## config.mk

```make
export PLATFORM = sky130hd
export DESIGN_NAME = qrm_fifo
export DESIGN_NICKNAME = d
export VERILOG_FILES = /design/src/rtl/qrm_pkg.sv /design/src/rtl/qrm_fifo.sv
export SDC_FILE = /design/constraint.sdc
export NUM_CORES = 1
export LEC_CHECK = 0
export ABC_AREA = 1
export BUFFER_PORTS_ARGS = -buffer_cell sky130_fd_sc_hd__buf_4
export CAP_MARGIN = 30
export CORE_MARGIN = 1
export CORE_UTILIZATION = 55
export CTS_CLUSTER_DIAMETER = 150
export DETAILED_ROUTE_END_ITERATION = 7
export PLACE_DENSITY = 0.78
export SYNTH_ARGS = -nofsm -noshare
export SYNTH_HDL_FRONTEND = slang
export SYNTH_SLANG_ARGS = --single-unit
```

## constraint.sdc

```tcl
create_clock -name clk -period 11.81 [get_ports clk]
set_clock_uncertainty 0.15 [all_clocks]
set_input_delay 0.5905 -clock clk [delete_from_list [all_inputs] [get_ports clk]]
set_output_delay 0.5905 -clock clk [all_outputs]
set_load 0.1 [all_outputs]
```

## src/rtl/qrm_pkg.sv

```systemverilog
package qrm_pkg;

  // Q2.14 fixed point
  localparam int FRAC_BITS = 14;
  localparam logic signed [15:0] ONE_Q14 = 16'sd16384;

  // norm squared reaches 2^32, so 33 bits unsigned
  localparam int DEN_W = 33;
  // quotient bits of 2*|num|*2^14/nq, one spare bit for rounding
  localparam int QB = FRAC_BITS + 2;
  localparam int NUM_W = 36;
  localparam int LANES = 9;

  typedef struct packed {
    logic signed [15:0] quat_x;
    logic signed [15:0] quat_y;
    logic signed [15:0] quat_z;
    logic signed [15:0] quat_w;
  } in_t;

  typedef struct packed {
    logic signed [15:0] m00;
    logic signed [15:0] m01;
    logic signed [15:0] m02;
    logic signed [15:0] m10;
    logic signed [15:0] m11;
    logic signed [15:0] m12;
    logic signed [15:0] m20;
    logic signed [15:0] m21;
    logic signed [15:0] m22;
    logic               zero_norm;
  } out_t;

  // word handed from front to back through the queue
  typedef struct packed {
    logic                              zero;
    logic [DEN_W-1:0]                  den;
    logic [LANES-1:0]                  neg;
    logic [LANES-1:0][DEN_W-1:0]       mag;
  } qword_t;

  // one stage of the divider pipeline
  typedef struct packed {
    logic                              zero;
    logic [DEN_W-1:0]                  den;
    logic [LANES-1:0]                  neg;
    logic [LANES-1:0][DEN_W-1:0]       rem;
    logic [LANES-1:0][QB-1:0]          quo;
  } dstage_t;

endpackage

```

## src/rtl/qrm_fifo.sv

```systemverilog
module qrm_fifo #(
  parameter int DEPTH = 4
) (
  input  logic            clk,
  input  logic            rst_n,
  input  logic            push,
  input  qrm_pkg::qword_t wr_word,
  output logic            full,
  input  logic            pop,
  output qrm_pkg::qword_t rd_word,
  output logic            empty
);
  import qrm_pkg::*;

  localparam int AW = (DEPTH > 1) ? $clog2(DEPTH) : 1;

  qword_t          mem [DEPTH];
  logic [AW-1:0]   wp_r, rp_r;
  logic [AW:0]     cnt_r;

  assign full    = (cnt_r == (AW+1)'(DEPTH));
  assign empty   = (cnt_r == '0);
  assign rd_word = mem[rp_r];

  always_ff @(posedge clk) begin
    if (push) mem[wp_r] <= wr_word;
  end

  // pointers wrap at DEPTH-1
  always_ff @(posedge clk) begin
    if (!rst_n) begin
      wp_r  <= '0;
      rp_r  <= '0;
      cnt_r <= '0;
    end else begin
      if (push) wp_r <= (wp_r == AW'(DEPTH-1)) ? '0 : wp_r + 1'b1;
      if (pop)  rp_r <= (rp_r == AW'(DEPTH-1)) ? '0 : rp_r + 1'b1;
      if (push && !pop)      cnt_r <= cnt_r + 1'b1;
      else if (pop && !push) cnt_r <= cnt_r - 1'b1;
    end
  end

endmodule

```

* Word level (Yosys, flattened, before mapping) *
Memories as Yosys holds them, arrays and structs flattened. A register that Yosys moved wholly into a read port is not among the register bits.
Cells that the tools add are included.

storage, ports and cells
  bits in registers = 7
  RAM bits = 1360
  input port bits = 344
  output and inout bits = 342
  memories = 1

memory list
  name  words  bits a word  read ports  clocked after memory_dff  write ports  line            source
  mem   4      340          1           1                         1            qrm_fifo.sv:17  qword_t mem [DEPTH];

operators by class
  $add $sub $neg = 4
  equality and inequality tests = 3
  muxes and demuxes = 8
  reduce and logical (&&, ||, !) cells = 6

operators by type and width
  kind                 count
  $mux 2               4
  $mux 3               2
  $add 2x1->2 const B  2
  $eq 2x2->1 const B   2
  $add 3x1->3 const B  1
  $eq 3x3->1 const B   1
  $logic_not 3->1      1
  $sub 3x1->3 const B  1
  $logic_and 1x1->1    2
  $logic_not 1->1      2
  $mux 1               2
  $reduce_bool 2->1    1

* Logic depth before layout (Yosys ltp) *
  depth after elaboration = 4
  mapped depth = 10

* Least setup slack after synthesis *
OpenSTA, ideal clock, no wires.

  path kind = input port to flip-flop
  start point = input port push
  end point = memory mem[3][0] (netlist bit), enable pin
  setup time = 0.689 ns
  data arrival time = 7.143 ns
  required time = 10.971 ns
  slack = 3.828 ns
  stages on the path = 2
  buffers on the path = 0
  path through = nand2_1 inv_1

between the ends
  longest elaborated chain between the ends = 2

ends and longest elaborated chain
  what                          line            source
  start: declaration            qrm_fifo.sv:6   input logic push,
  $mux 1                        qrm_fifo.sv:26  if (push) mem[wp_r] <= wr_word;
  $mux 1 (implied by the code)  qrm_fifo.sv:26
  end: declaration              qrm_fifo.sv:17

Every way passes these cells.

==> impl_metrics.toml <==
[sta]
fmaxAchievable_ghz = 0.174
rsz0062_at_grt = "no"
tightest_slew_ns = 1.30
fin_crit_sh_pct = 48.7
drv_slew = 0
finalHoldViolCount = 0
maxSlewHeadroom_pct = 13.3
fin_tns_setup_ns = 0
fin_crit_ns = 5.76
timing.final.ws_setup_ns = 6.05
setup_viol = 0

[logic_synthesis]
yosys_warnings = 0
ys_seq_area_share_pct = 81.3
synth_top_family_by_area = "compound AO/OA/AOI/OAI gates"
synth_adder_area_share_pct = 0.189
synth_compound_area_share_pct = 11.0
synth_area_leaders = "edfxtp_1 (81%), o21ai_0 (6.7%), nor2_1 (5.1%)"
synth_top_area_share_pct = 81.0
synth.area.mux_share_pct = 0
synth_largest_area_cell = "edfxtp_1"
synth_nets = 3698
synth_cell_types = 21
synth-seq-cells = 1369
avgSynthCellArea_sq_um = 15.1
netlist_instances = 3347
syn_area_sq_um = 50400
synth_xor_area_share_pct = 0.0174
synthSimpleGateAreaFrac_pct = 5.24

[die]
core-area_sq_um = 90400
die_x_um = 305
die_h_um = 305
row_count = 110
die_area_sq_um = 92900
ios = 686
initial_core_util_pct = 55.8

[hold_path]
hp-class = "in -> reg"

[critical_path]
cp_slowest_cell = "buf_4"
slowest_delay_ns = 0.90
cp.required_ns = 11.07
cp_data_arrival_time_ns = 5.02
critPathTopFamily = "buffers and inverters"
end_kind = "output pin"
path_cells = "buf_4, buf_4, buf_4, o21ai_0, o22ai_1, buf_4"
crit_fanout = 101
cp-start-kind = "flip-flop"
critPathKind = "reg -> out"
critPathBufInv = 4
worst_path_most_repeated_cell = "buf_4"

[place]
dp_hpwl_um = 68200
gp_congestion = 0.786
preCtsSetupSlack_ns = 7.05
placed_cells = 5011
place.port_buffers = 685
dpl_cell_area_sq_um = 56400

[power]
p_leak_nw = 22.4
ir_drop_uv = 188
powerDensity_nw_per_um2 = 192

[final_layout]
mostFrequentLayoutCell = "edfxtp_1"
most-common-layout-cells = "edfxtp_1 (1360), buf_4 (706), nor2_1 (688), o21ai_0 (673), dlygate4sd3_1 (342)"
synthToLayoutAreaGrowth_pct = 27.2
multi_input_area_sq_um = 8310
final.fill_count = 5189
nNetsFinal = 4666
seqCellArea_sq_um = 41000
stdcell_count = 5626
postLayoutCellArea_sq_um = 64200
drive_above_1_share_pct = 20.5
utilization_pct = 71.0

[routing]
via_per_inst = 5.93
wl_per_cell_um = 23.8
drt_iter0_drc = 3645
ant_nets = 0
drc = 0
num_vias = 33400
dr.pass1.iters = 5
routed_wl_um = 134000

[global_routing]
grt_pass1_vias = 33500
grt_max_degree = 278
overflow = 0
grt_pass1_wl_um = 196000
antenna_found_initial = 25
grt_use_total_pct = 27.9

[clock_tree]
clock_path_buffers = 3
cts.sinks = 1369
cts-buffers-inserted = 135
path_clk_slew_ns = 0.06
cts_tree = "built"
cts_resized = 0
clk_latency_ns = 0.74
cts_hold_buf = 342
clock-root-buffer = "clkbuf_16"
cts_setup_buffers = 0
cts_htree_levels = 4

[flow_run]
cap_viol_max_count = 0

[status]
status = "finished clean"
-- area by class of cell --
type / instances / area share (%)
diodes: 29 / 0.113
clock buffers: 173 / 5.68
clock inverters: 70 / 0.946
inverters: 16 / 0.177
multi-input cells: 1736 / 12.9
flip-flops and latches: 1369 / 63.9
well taps: 1176 / 2.29
repair buffers: 1057 / 13.9
-- stage by stage --
step	power, mW	hold WS (ns)
after global placement	8.05	0.366
final	12.3	0.0766
after floorplan	7.51	0.340
after global routing	12.6	0.0684
after CTS	12.2	0.0125
after detailed placement	8.08	0.379
-- sequential cells by signal (all words and copies together), names as in the netlist, named ones only --
signal and flops:
cnt_r 3, mem 1360, rp_r 2, wp_r 2
-- Yosys cell counts (all sizes together) --
cell / number
inv: 15
xor2: 1
o22ai: 340
a21oi: 3
fa: 1
ha: 6
nor2: 688
clkbuf: 139
buf: 87
nor3: 4
nand4: 1
nand2: 8
nand3: 1
o21ai: 683
edfxtp: 1360
clkinv: 1
dfxtp: 9
-- routing by layer --
metal / routed length [um] / global-route usage, % / up-vias / share of wire, %
met1: 46300 / 32.1 / 16500 / 35
met5: 41 / 0 / - / 0.031
met2: 69100 / 48.0 / 1776 / 52
met3: 10500 / 6.17 / 406 / 7.8
li1: - / - / 14700 / -
met4: 7780 / 16.4 / 6 / 5.8
-- kinds of logic after synthesis --
| family | Yosys count |
|---|---|
| AOI/OAI and AO/OA | 1026 |
| DFF | 1369 |
| xor gates and xnor gates | 1 |
| adders and majority gates | 7 |
| buffers and inverters | 242 |
| and+or+nand+nor | 702 |
-- worst paths after layout --
kind                                 from            to  slack, ns  cells past startpoint
worst max-delay path            flip-flop  rd_word[211]       6.05                      6
worst min-delay path                 push       wp_r[1]       0.08                      3
worst max register to register    wp_r[0]   mem[2][161]       8.25                      6
worst min register to register    wp_r[1]       wp_r[1]       0.38                      2
-- where the power goes --
part	internal [mW]	switching, mW
combinational	0.518	2.00
clock	2.32	1.84
sequential	5.56	0.0579
total	8.40	3.89
-- worst reg2reg max path, cell delays in order (launching register included) --
cell and delay (ns):
dfxtp_1 0.35, inv_1 0.10, ha_1 0.14, nand2_1 0.12
inv_8 0.49, buf_4 0.89, buf_4 0.84
Power figures use the tool's default switching activity.
